$ cat config.mk
export PLATFORM = sky130hd
export DESIGN_NAME = line_rasterizer_page_framebuffer_top
export DESIGN_NICKNAME = d
export VERILOG_FILES = /design/src/rtl/core/lrpf_pkg.sv /design/src/rtl/core/line_rasterizer_page_framebuffer_top.sv
export SDC_FILE = /design/constraint.sdc
export NUM_CORES = 1
export LEC_CHECK = 0
export ABC_AREA = 0
export BUFFER_PORTS_ARGS = -buffer_cell sky130_fd_sc_hd__buf_4
export CAP_MARGIN = 20
export CORE_MARGIN = 5
export CORE_UTILIZATION = 55
export CTS_CLUSTER_SIZE = 10
export DETAILED_ROUTE_END_ITERATION = 16
export PLACE_DENSITY = 0.76
export SYNTH_ARGS = -nofsm -noshare
export SYNTH_HDL_FRONTEND = slang
export SYNTH_SLANG_ARGS = --single-unit
$ cat constraint.sdc
create_clock -name clk -period 7.3 [get_ports clk]
set_input_delay 1.095 -clock clk [delete_from_list [all_inputs] [get_ports clk]]
set_output_delay 1.095 -clock clk [all_outputs]
set_load 0.01 [all_outputs]
$ cat src/rtl/core/lrpf_pkg.sv
// Package for the page-framebuffer line rasterizer.
// Holds transaction structs, register indexes and opcode constants.
// No dependencies.
package lrpf_pkg;

  // Coordinate width of the endpoint and pixel fields
  localparam int COORD_BITS = 12;

  // Configuration register widths and indexes
  localparam int WIDTH_BITS  = 11;
  localparam int BYTES_BITS  = 16;
  localparam int CFG_IDX_BITS = 2;
  localparam int CFG_DATA_BITS = 16;

  localparam logic [CFG_IDX_BITS-1:0] REG_SCREEN_WIDTH  = 2'd0;
  localparam logic [CFG_IDX_BITS-1:0] REG_SCREEN_HEIGHT = 2'd1;
  localparam logic [CFG_IDX_BITS-1:0] REG_BUFFER_BYTES  = 2'd2;

  localparam logic [WIDTH_BITS-1:0] SCREEN_WIDTH_RST  = 11'd128;
  localparam logic [WIDTH_BITS-1:0] SCREEN_HEIGHT_RST = 11'd64;
  localparam logic [BYTES_BITS-1:0] BUFFER_BYTES_RST  = 16'd1024;

  // Opcodes
  localparam logic OP_START = 1'b0;
  localparam logic OP_STEP  = 1'b1;

  // Log2 of rows per page and bit-position width
  localparam int PAGE_SHIFT = 3;
  localparam int BIT_POS_BITS = 3;

  typedef struct packed {
    logic                         op;
    logic signed [COORD_BITS-1:0] start_x;
    logic signed [COORD_BITS-1:0] start_y;
    logic signed [COORD_BITS-1:0] end_x;
    logic signed [COORD_BITS-1:0] end_y;
    logic                         ink;
  } in_item_t;

  typedef struct packed {
    logic signed [COORD_BITS-1:0] pix_x;
    logic signed [COORD_BITS-1:0] pix_y;
    logic                         visible;
    logic [BYTES_BITS-1:0]        byte_index;
    logic [BIT_POS_BITS-1:0]      bit_pos;
    logic                         set_bit;
    logic                         last;
  } out_item_t;

endpackage

$ cat src/rtl/core/line_rasterizer_page_framebuffer_top.sv
// Bresenham line rasterizer driving a 1-bit vertical-page framebuffer.
// Depends on lrpf_pkg for transaction structs and constants.
//
// Usage:
//   Input channel (in_valid/in_ready/in_data) takes two kinds of transaction.
//   A start transaction loads both endpoints and the ink and produces nothing.
//   Each step transaction produces the next pixel of the active line on the
//   result channel (out_valid/out_ready/out_data): coordinates, framebuffer
//   byte index, bit position, ink and a visible flag; the endpoint pixel is
//   flagged last and ends the line. A step with no active line produces nothing.
//   A result is registered and appears in the cycle after its step is accepted.
//   Throughput: one transaction per cycle; the stepper state, the page index
//   multiply and the bounds compares all complete in the accepting cycle.
//   When the receiver stalls, the result register holds its transaction and
//   in_ready drops until it is taken; no transaction is lost or repeated.
//   Reset (rst_n low, synchronous) drops any active line, empties the result
//   register and loads the register defaults: width 128, height 64, 1024 bytes.
//   Configuration writes (cfg_we/cfg_index/cfg_wdata) take effect at once;
//   index 3 is ignored.
module line_rasterizer_page_framebuffer_top
  import lrpf_pkg::*;
(
  input  logic                     clk,
  input  logic                     rst_n,
  input  logic                     cfg_we,
  input  logic [CFG_IDX_BITS-1:0]  cfg_index,
  input  logic [CFG_DATA_BITS-1:0] cfg_wdata,
  input  logic                     in_valid,
  output logic                     in_ready,
  input  in_item_t                 in_data,
  output logic                     out_valid,
  input  logic                     out_ready,
  output out_item_t                out_data
);

  localparam int ERR_BITS  = COORD_BITS + 2;
  localparam int E2_BITS   = ERR_BITS + 1;
  localparam int SUM_BITS  = ERR_BITS + 2;
  localparam int ROW_BITS  = COORD_BITS - PAGE_SHIFT;
  localparam int PROD_BITS = ROW_BITS + WIDTH_BITS;
  localparam int IDX_BITS  = PROD_BITS + 1;
  localparam int CMP_BITS  = (COORD_BITS > WIDTH_BITS) ? COORD_BITS : WIDTH_BITS;

  // Configuration registers
  logic [WIDTH_BITS-1:0] screen_width_r;
  logic [WIDTH_BITS-1:0] screen_height_r;
  logic [BYTES_BITS-1:0] buffer_bytes_r;

  // Line state
  logic signed [COORD_BITS-1:0] cur_x_r, cur_x_nxt;
  logic signed [COORD_BITS-1:0] cur_y_r, cur_y_nxt;
  logic signed [COORD_BITS-1:0] target_x_r, target_x_nxt;
  logic signed [COORD_BITS-1:0] target_y_r, target_y_nxt;
  logic [COORD_BITS-1:0]        delta_x_r, delta_x_nxt;
  logic signed [COORD_BITS:0]   neg_delta_y_r, neg_delta_y_nxt;
  logic                         step_x_neg_r, step_x_neg_nxt;
  logic                         step_y_neg_r, step_y_neg_nxt;
  logic signed [ERR_BITS-1:0]   error_term_r, error_term_nxt;
  logic                         line_ink_r, line_ink_nxt;
  logic                         busy_r, busy_nxt;

  // Result register
  logic      out_valid_r, out_valid_nxt;
  out_item_t out_data_r, out_data_nxt;

  // Handshake
  logic in_fire;
  logic is_step;
  logic produce;

  // Start-time arithmetic
  logic signed [COORD_BITS:0] x0_ext, x1_ext, y0_ext, y1_ext;
  logic signed [COORD_BITS:0] dx_fwd, dx_rev, dy_fwd, dy_rev;
  logic                       x_gt, y_gt;
  logic [COORD_BITS-1:0]      start_dx;
  logic signed [COORD_BITS:0] start_ndy;

  // Step arithmetic
  logic signed [E2_BITS-1:0]  e2;
  logic signed [E2_BITS-1:0]  ndy_e2;
  logic signed [E2_BITS-1:0]  dx_e2;
  logic                       move_x, move_y;
  logic signed [SUM_BITS-1:0] err_sum;
  logic                       fin;

  // Pixel address
  logic                  on_screen;
  logic [CMP_BITS-1:0]   ux_cmp, uy_cmp, w_cmp, h_cmp;
  logic [ROW_BITS-1:0]   page_row;
  logic [PROD_BITS-1:0]  page_off;
  logic [IDX_BITS-1:0]   idx_full;
  logic [BYTES_BITS-1:0] idx;

  assign in_ready  = !out_valid_r || out_ready;
  assign in_fire   = in_valid && in_ready;
  assign is_step   = (in_data.op == OP_STEP);
  assign produce   = in_fire && is_step && busy_r;
  assign out_valid = out_valid_r;
  assign out_data  = out_data_r;

  // Endpoint deltas for a start transaction
  assign x0_ext   = {in_data.start_x[COORD_BITS-1], in_data.start_x};
  assign x1_ext   = {in_data.end_x[COORD_BITS-1], in_data.end_x};
  assign y0_ext   = {in_data.start_y[COORD_BITS-1], in_data.start_y};
  assign y1_ext   = {in_data.end_y[COORD_BITS-1], in_data.end_y};
  assign dx_fwd   = x1_ext - x0_ext;
  assign dx_rev   = x0_ext - x1_ext;
  assign dy_fwd   = y1_ext - y0_ext;
  assign dy_rev   = y0_ext - y1_ext;
  assign x_gt     = (in_data.end_x > in_data.start_x);
  assign y_gt     = (in_data.end_y > in_data.start_y);
  assign start_dx = x_gt ? dx_fwd[COORD_BITS-1:0] : dx_rev[COORD_BITS-1:0];
  assign start_ndy = y_gt ? dy_rev : dy_fwd;

  // Bresenham decision on the doubled error
  assign e2      = {error_term_r, 1'b0};
  assign ndy_e2  = {{(E2_BITS-COORD_BITS-1){neg_delta_y_r[COORD_BITS]}}, neg_delta_y_r};
  assign dx_e2   = {{(E2_BITS-COORD_BITS){1'b0}}, delta_x_r};
  assign move_x  = (e2 >= ndy_e2);
  assign move_y  = (e2 <= dx_e2);
  assign err_sum = {{(SUM_BITS-ERR_BITS){error_term_r[ERR_BITS-1]}}, error_term_r}
                 + (move_x ? SUM_BITS'(ndy_e2) : '0)
                 + (move_y ? SUM_BITS'(dx_e2) : '0);
  assign fin     = (cur_x_r == target_x_r) && (cur_y_r == target_y_r);

  // Screen bounds and page-byte address
  assign ux_cmp    = CMP_BITS'(unsigned'(cur_x_r));
  assign uy_cmp    = CMP_BITS'(unsigned'(cur_y_r));
  assign w_cmp     = CMP_BITS'(screen_width_r);
  assign h_cmp     = CMP_BITS'(screen_height_r);
  assign on_screen = !cur_x_r[COORD_BITS-1] && !cur_y_r[COORD_BITS-1]
                   && (ux_cmp < w_cmp) && (uy_cmp < h_cmp);
  assign page_row  = cur_y_r[COORD_BITS-1:PAGE_SHIFT];
  assign page_off  = PROD_BITS'(page_row) * PROD_BITS'(screen_width_r);
  assign idx_full  = IDX_BITS'(unsigned'(cur_x_r)) + IDX_BITS'(page_off);
  assign idx       = idx_full[BYTES_BITS-1:0];

  // Next line state
  always_comb begin
    cur_x_nxt       = cur_x_r;
    cur_y_nxt       = cur_y_r;
    target_x_nxt    = target_x_r;
    target_y_nxt    = target_y_r;
    delta_x_nxt     = delta_x_r;
    neg_delta_y_nxt = neg_delta_y_r;
    step_x_neg_nxt  = step_x_neg_r;
    step_y_neg_nxt  = step_y_neg_r;
    error_term_nxt  = error_term_r;
    line_ink_nxt    = line_ink_r;
    busy_nxt        = busy_r;
    if (in_fire && !is_step) begin
      // Load a new line, dropping any active one
      cur_x_nxt       = in_data.start_x;
      cur_y_nxt       = in_data.start_y;
      target_x_nxt    = in_data.end_x;
      target_y_nxt    = in_data.end_y;
      delta_x_nxt     = start_dx;
      neg_delta_y_nxt = start_ndy;
      step_x_neg_nxt  = !(in_data.start_x < in_data.end_x);
      step_y_neg_nxt  = !(in_data.start_y < in_data.end_y);
      error_term_nxt  = ERR_BITS'(signed'({2'b00, start_dx}))
                      + ERR_BITS'(start_ndy);
      line_ink_nxt    = in_data.ink;
      busy_nxt        = 1'b1;
    end else if (produce) begin
      if (fin) begin
        busy_nxt = 1'b0;
      end else begin
        // Advance along the major and minor axes
        error_term_nxt = err_sum[ERR_BITS-1:0];
        if (move_x) begin
          cur_x_nxt = step_x_neg_r ? cur_x_r - COORD_BITS'(1) : cur_x_r + COORD_BITS'(1);
        end
        if (move_y) begin
          cur_y_nxt = step_y_neg_r ? cur_y_r - COORD_BITS'(1) : cur_y_r + COORD_BITS'(1);
        end
      end
    end
  end

  // Next result register contents
  always_comb begin
    out_valid_nxt = out_valid_r;
    out_data_nxt  = out_data_r;
    if (in_ready) begin
      out_valid_nxt            = produce;
      out_data_nxt.pix_x       = cur_x_r;
      out_data_nxt.pix_y       = cur_y_r;
      out_data_nxt.visible     = on_screen && (idx < buffer_bytes_r);
      out_data_nxt.byte_index  = on_screen ? idx : '0;
      out_data_nxt.bit_pos     = on_screen ? cur_y_r[BIT_POS_BITS-1:0] : '0;
      out_data_nxt.set_bit     = line_ink_r;
      out_data_nxt.last        = fin;
    end
  end

  // Configuration registers
  always_ff @(posedge clk) begin
    if (!rst_n) begin
      screen_width_r  <= SCREEN_WIDTH_RST;
      screen_height_r <= SCREEN_HEIGHT_RST;
      buffer_bytes_r  <= BUFFER_BYTES_RST;
    end else if (cfg_we) begin
      case (cfg_index)
        REG_SCREEN_WIDTH:  screen_width_r  <= cfg_wdata[WIDTH_BITS-1:0];
        REG_SCREEN_HEIGHT: screen_height_r <= cfg_wdata[WIDTH_BITS-1:0];
        REG_BUFFER_BYTES:  buffer_bytes_r  <= cfg_wdata[BYTES_BITS-1:0];
        default: ;
      endcase
    end
  end

  // Line state registers
  always_ff @(posedge clk) begin
    if (!rst_n) begin
      cur_x_r       <= '0;
      cur_y_r       <= '0;
      target_x_r    <= '0;
      target_y_r    <= '0;
      delta_x_r     <= '0;
      neg_delta_y_r <= '0;
      step_x_neg_r  <= 1'b0;
      step_y_neg_r  <= 1'b0;
      error_term_r  <= '0;
      line_ink_r    <= 1'b0;
      busy_r        <= 1'b0;
    end else begin
      cur_x_r       <= cur_x_nxt;
      cur_y_r       <= cur_y_nxt;
      target_x_r    <= target_x_nxt;
      target_y_r    <= target_y_nxt;
      delta_x_r     <= delta_x_nxt;
      neg_delta_y_r <= neg_delta_y_nxt;
      step_x_neg_r  <= step_x_neg_nxt;
      step_y_neg_r  <= step_y_neg_nxt;
      error_term_r  <= error_term_nxt;
      line_ink_r    <= line_ink_nxt;
      busy_r        <= busy_nxt;
    end
  end

  // Result register: valid is control, payload holds without reset
  always_ff @(posedge clk) begin
    if (!rst_n) begin
      out_valid_r <= 1'b0;
    end else begin
      out_valid_r <= out_valid_nxt;
    end
  end

  always_ff @(posedge clk) begin
    out_data_r <= out_data_nxt;
  end

endmodule

==> results.yml <==
status:
  status: "finished, final reports clean"
setup_path:
  crit_buf_inv: 5
  cp_slowest_cell: "dfxtp_1"
  required_ps: 7610
  path_depth: 22
  cp-start-kind: "flop"
  reg2regPathDepth: 22
  arrival_ps: 6590
  crit_fanout: 16
  slowest_delay_ps: 690
  cpLargestDelayFamily: "adder cells"
  end_kind: "flop"
  crit_chain: "nand2_1 > fa_1 > inv_1 > fa_1 > inv_1 > fa_1 > inv_1 > fa_1 > inv_1 > fa_1 > inv_1 > ha_1 > o41ai_1 > o21ai_0 > nor2_1 > xnor2_1 > ha_1 > and3_1 > a221oi_1 > o21ai_0 > a21oi_1 > o21a_1"
  path_class: "flop to flop"
power_and_ir_drop:
  clkPwrFrac_pct: 27.8
  p_comb_share_pct: 38.4
  sw_frac_of_total_pct: 36.71
  power.density_mw_per_mm2: 197.8
  leakage_nw: 8.222
  power_frac_seq_pct: 33.7
  totalPowerFinal_w: 0.003475
  power_switching_w: 0.001276
  max-vdd-ir-drop_v: 0.0001669
  p_int_w: 0.002199
logic_synthesis:
  synth_edf_count: 46
  synth_compound_area_share_pct: 16.84
  async_reset_ff_share_pct: 0
  netlist_instances: 1859
  synth_xor_xnor_area_share_pct: 5.587
  yosys_most_used_dff: "dfxtp_1"
  synth-simple-area-share_pct: 16.43
  synth.mux.area_fraction_pct: 2.110
  syn_area_per_cell_sq_um: 8.517
  synth-seq-cells: 176
  synth_top_family_by_area: "adder cells"
  syn-num-nets: 2210
  synth-adder-area-share_pct: 26.09
  yosysUniqueCellTypes: 81
  ys_seq_area_share_pct: 25.16
  yosysWarnings: 0
  synth_area_sq_mm: 0.01583
global_routing:
  antenna_found_initial: 0
  grt_overflow: 0
  grt_pass1_wl_microns: 69190
  grt_max_degree: 82
  first_global_vias: 13151
  grt_usage_pct: 26.03
placed_design:
  routabilityCongestion: 0.9436
  dp.final_hpwl_microns: 33290
  portBuffers: 120
cts:
  clkLatencyLatePin_ps: 440
  cts_hold_buf: 0
  cts_buffer_depth: 2
  clkTransAtPathRegs_ps: 80
  htree_levels: 4
  cts_root_buf: "clkbuf_16"
  postCtsSetupBuffers: 0
  cts_inserted_buffers: 17
  cts.sinks: 176
  post_cts_resized: 0
  cts_tree: "done"
min_path:
  whs_path_depth: 0
  hold_class: "flop to flop"
die:
  core_sq_mm: 0.02855
  die_h_microns: 179.7
  die_x_microns: 179.7
  initial_core_util_pct: 55.47
  ios: 121
  design.die.area_sq_mm: 0.03228
  rows: 62
routing:
  vias: 13387
  drt-initial-drc-count: 1187
  drc: 0
  routed.top_layer: "met4"
  first_pass_iters: 7
  dr_wl_met2_microns: 19500
  wl_met1_microns: 19180
  drt-total-wl_microns: 42510
  drt-wirelength-per-cell_microns: 18.28
  ant_nets: 0
  vias_per_cell: 5.758
  wl_met3_microns: 2385
finish:
  nFillCells: 2491
  synthToLayoutAreaGrowth_pct: 10.91
  final_nets: 2279
  n_antenna_cell: 0
  drive_gt1_share_pct: 9.995
sta:
  max_slew.worst_pin.slew_ps: 1026
  tns_ps: 0
  fin_crit_ps: 6274
  finalCritPeriodShare_pct: 85.94
  setup_viol_count_final: 0
  hold_viol_final: 0
  rsz0062_at_grt: "false"
  slew_viol_final: 0
  fin_skew_ps: 17.86
  fmax_mhz: 159.4
  relSlewSlack_pct: 31.38
flow_run:
  cap_violations: 0
layer usage:
| layer | track usage, % | up-vias |
|---|---|---|
| met2 | 42.69 | 498 |
| met1 | 35.64 | 6362 |
| met5 | 0 | - |
| met4 | 8.991 | 0 |
| li1 | - | 6439 |
| met3 | 3.436 | 88 |
Yosys cell counts, types with 22 or more instances:
| master | count | area share [%] |
|---|---|---|
| a211oi_1 | 53 | 2.5 |
| a21o_1 | 38 | 1.8 |
| a21oi_1 | 139 | 4.4 |
| and2_1 | 52 | 2.1 |
| clkbuf_1 | 50 | 1.2 |
| dfxtp_1 | 130 | 16 |
| edfxtp_1 | 46 | 8.7 |
| fa_1 | 87 | 11 |
| ha_1 | 191 | 15 |
| inv_1 | 229 | 5.4 |
| mux2i_1 | 24 | 1.5 |
| nand2_1 | 210 | 5.0 |
| nand3_1 | 22 | 0.70 |
| nor2_1 | 134 | 3.2 |
| nor2b_1 | 31 | 1.2 |
| nor3_1 | 34 | 1.1 |
| o21ai_0 | 49 | 1.5 |
| xnor2_1 | 62 | 3.4 |
| xor2_1 | 39 | 2.2 |
stage by stage:
step | area (sq um) | instances | utilization [%] | setup WS [ps] | hold WS [ps]
5_1_grt | 17560 | 2325 | 61.52 | 671.4 | 454.2
4_1_cts | 17560 | 2325 | 61.52 | 1104 | 433.4
6_report | 17560 | 2325 | 61.52 | 1026 | 431.0
3_5_place_dp | 16950 | 2293 | 59.38 | 1109 | 417.5
2_1_floorplan | 15830 | 1859 | - | 1545 | 402.9
3_3_place_gp | 16950 | 2293 | 59.38 | 1219 | 418.8
registers in the layout, indices dropped and copies added (netlist names), 11 cells and up:
name             count
target_y_r          12
cur_y_r             12
buffer_bytes_r      16
error_term_r        14
cur_x_r             12
screen_width_r      11
out_data            46
target_x_r          12
delta_x_r           12
neg_delta_y_r       13
screen_height_r     11
cells in the final DEF, fill, tap and decap left out, types with 16 or more instances in the layout:
cell type / instances
nor2_1: 133
xnor2_1: 62
a21oi_1: 139
nand3_1: 22
nand2_1: 210
nand2b_1: 16
a211oi_1: 53
fa_1: 87
mux2i_1: 24
clkbuf_16: 18
o21ai_0: 49
a21o_1: 38
xor2_1: 39
nor2b_1: 31
ha_1: 191
dfxtp_1: 130
buf_4: 131
edfxtp_1: 46
inv_1: 229
nor3_1: 34
and2_1: 52
cell type report:
class / count / area [sq um] / area share [%]
Clock buffer: 22 / 485.5 / 2.764
Clock inverter: 10 / 123.9 / 0.7053
Inverter: 230 / 864.6 / 4.923
Multi-Input combinational cell: 1372 / 10640 / 60.59
Sequential cell: 176 / 3984 / 22.68
Tap cell: 384 / 480.5 / 2.736
Timing Repair Buffer: 131 / 983.4 / 5.600
path summary, 6_finish.rpt:
kind	start	end	slack, ps
worst max register to register	cur_y_r[5]	out_data[21]	1030
worst max-delay path	cur_y_r[5]	out_data[21]	1030
worst min-delay path	line_ink_r	out_data[1]	430
worst min register to register	line_ink_r	out_data[1]	430
power groups by stage:
stage	Clock, W	Sequential, W	Combinational (W)
finish	0.000968	0.00117	0.00134
global route	0.00102	0.00118	0.00148
CTS	0.000976	0.00117	0.00132
detailed placement	0	0.00119	0.00131
global placement	0	0.00119	0.00128
floorplan	0	0.00117	0.000955
cell families (layout without fill, tap and decap cells):
| kind of cell | after synthesis | after routing |
|---|---|---|
| simple gates | 559 | 559 |
| compound gates | 402 | 402 |
| buf+inv | 311 | 393 |
| fa+ha+maj | 278 | 278 |
| flops | 176 | 176 |
| xor+xnor | 101 | 101 |
| mux | 32 | 32 |
No activity file was read; power rests on OpenSTA's default activity.
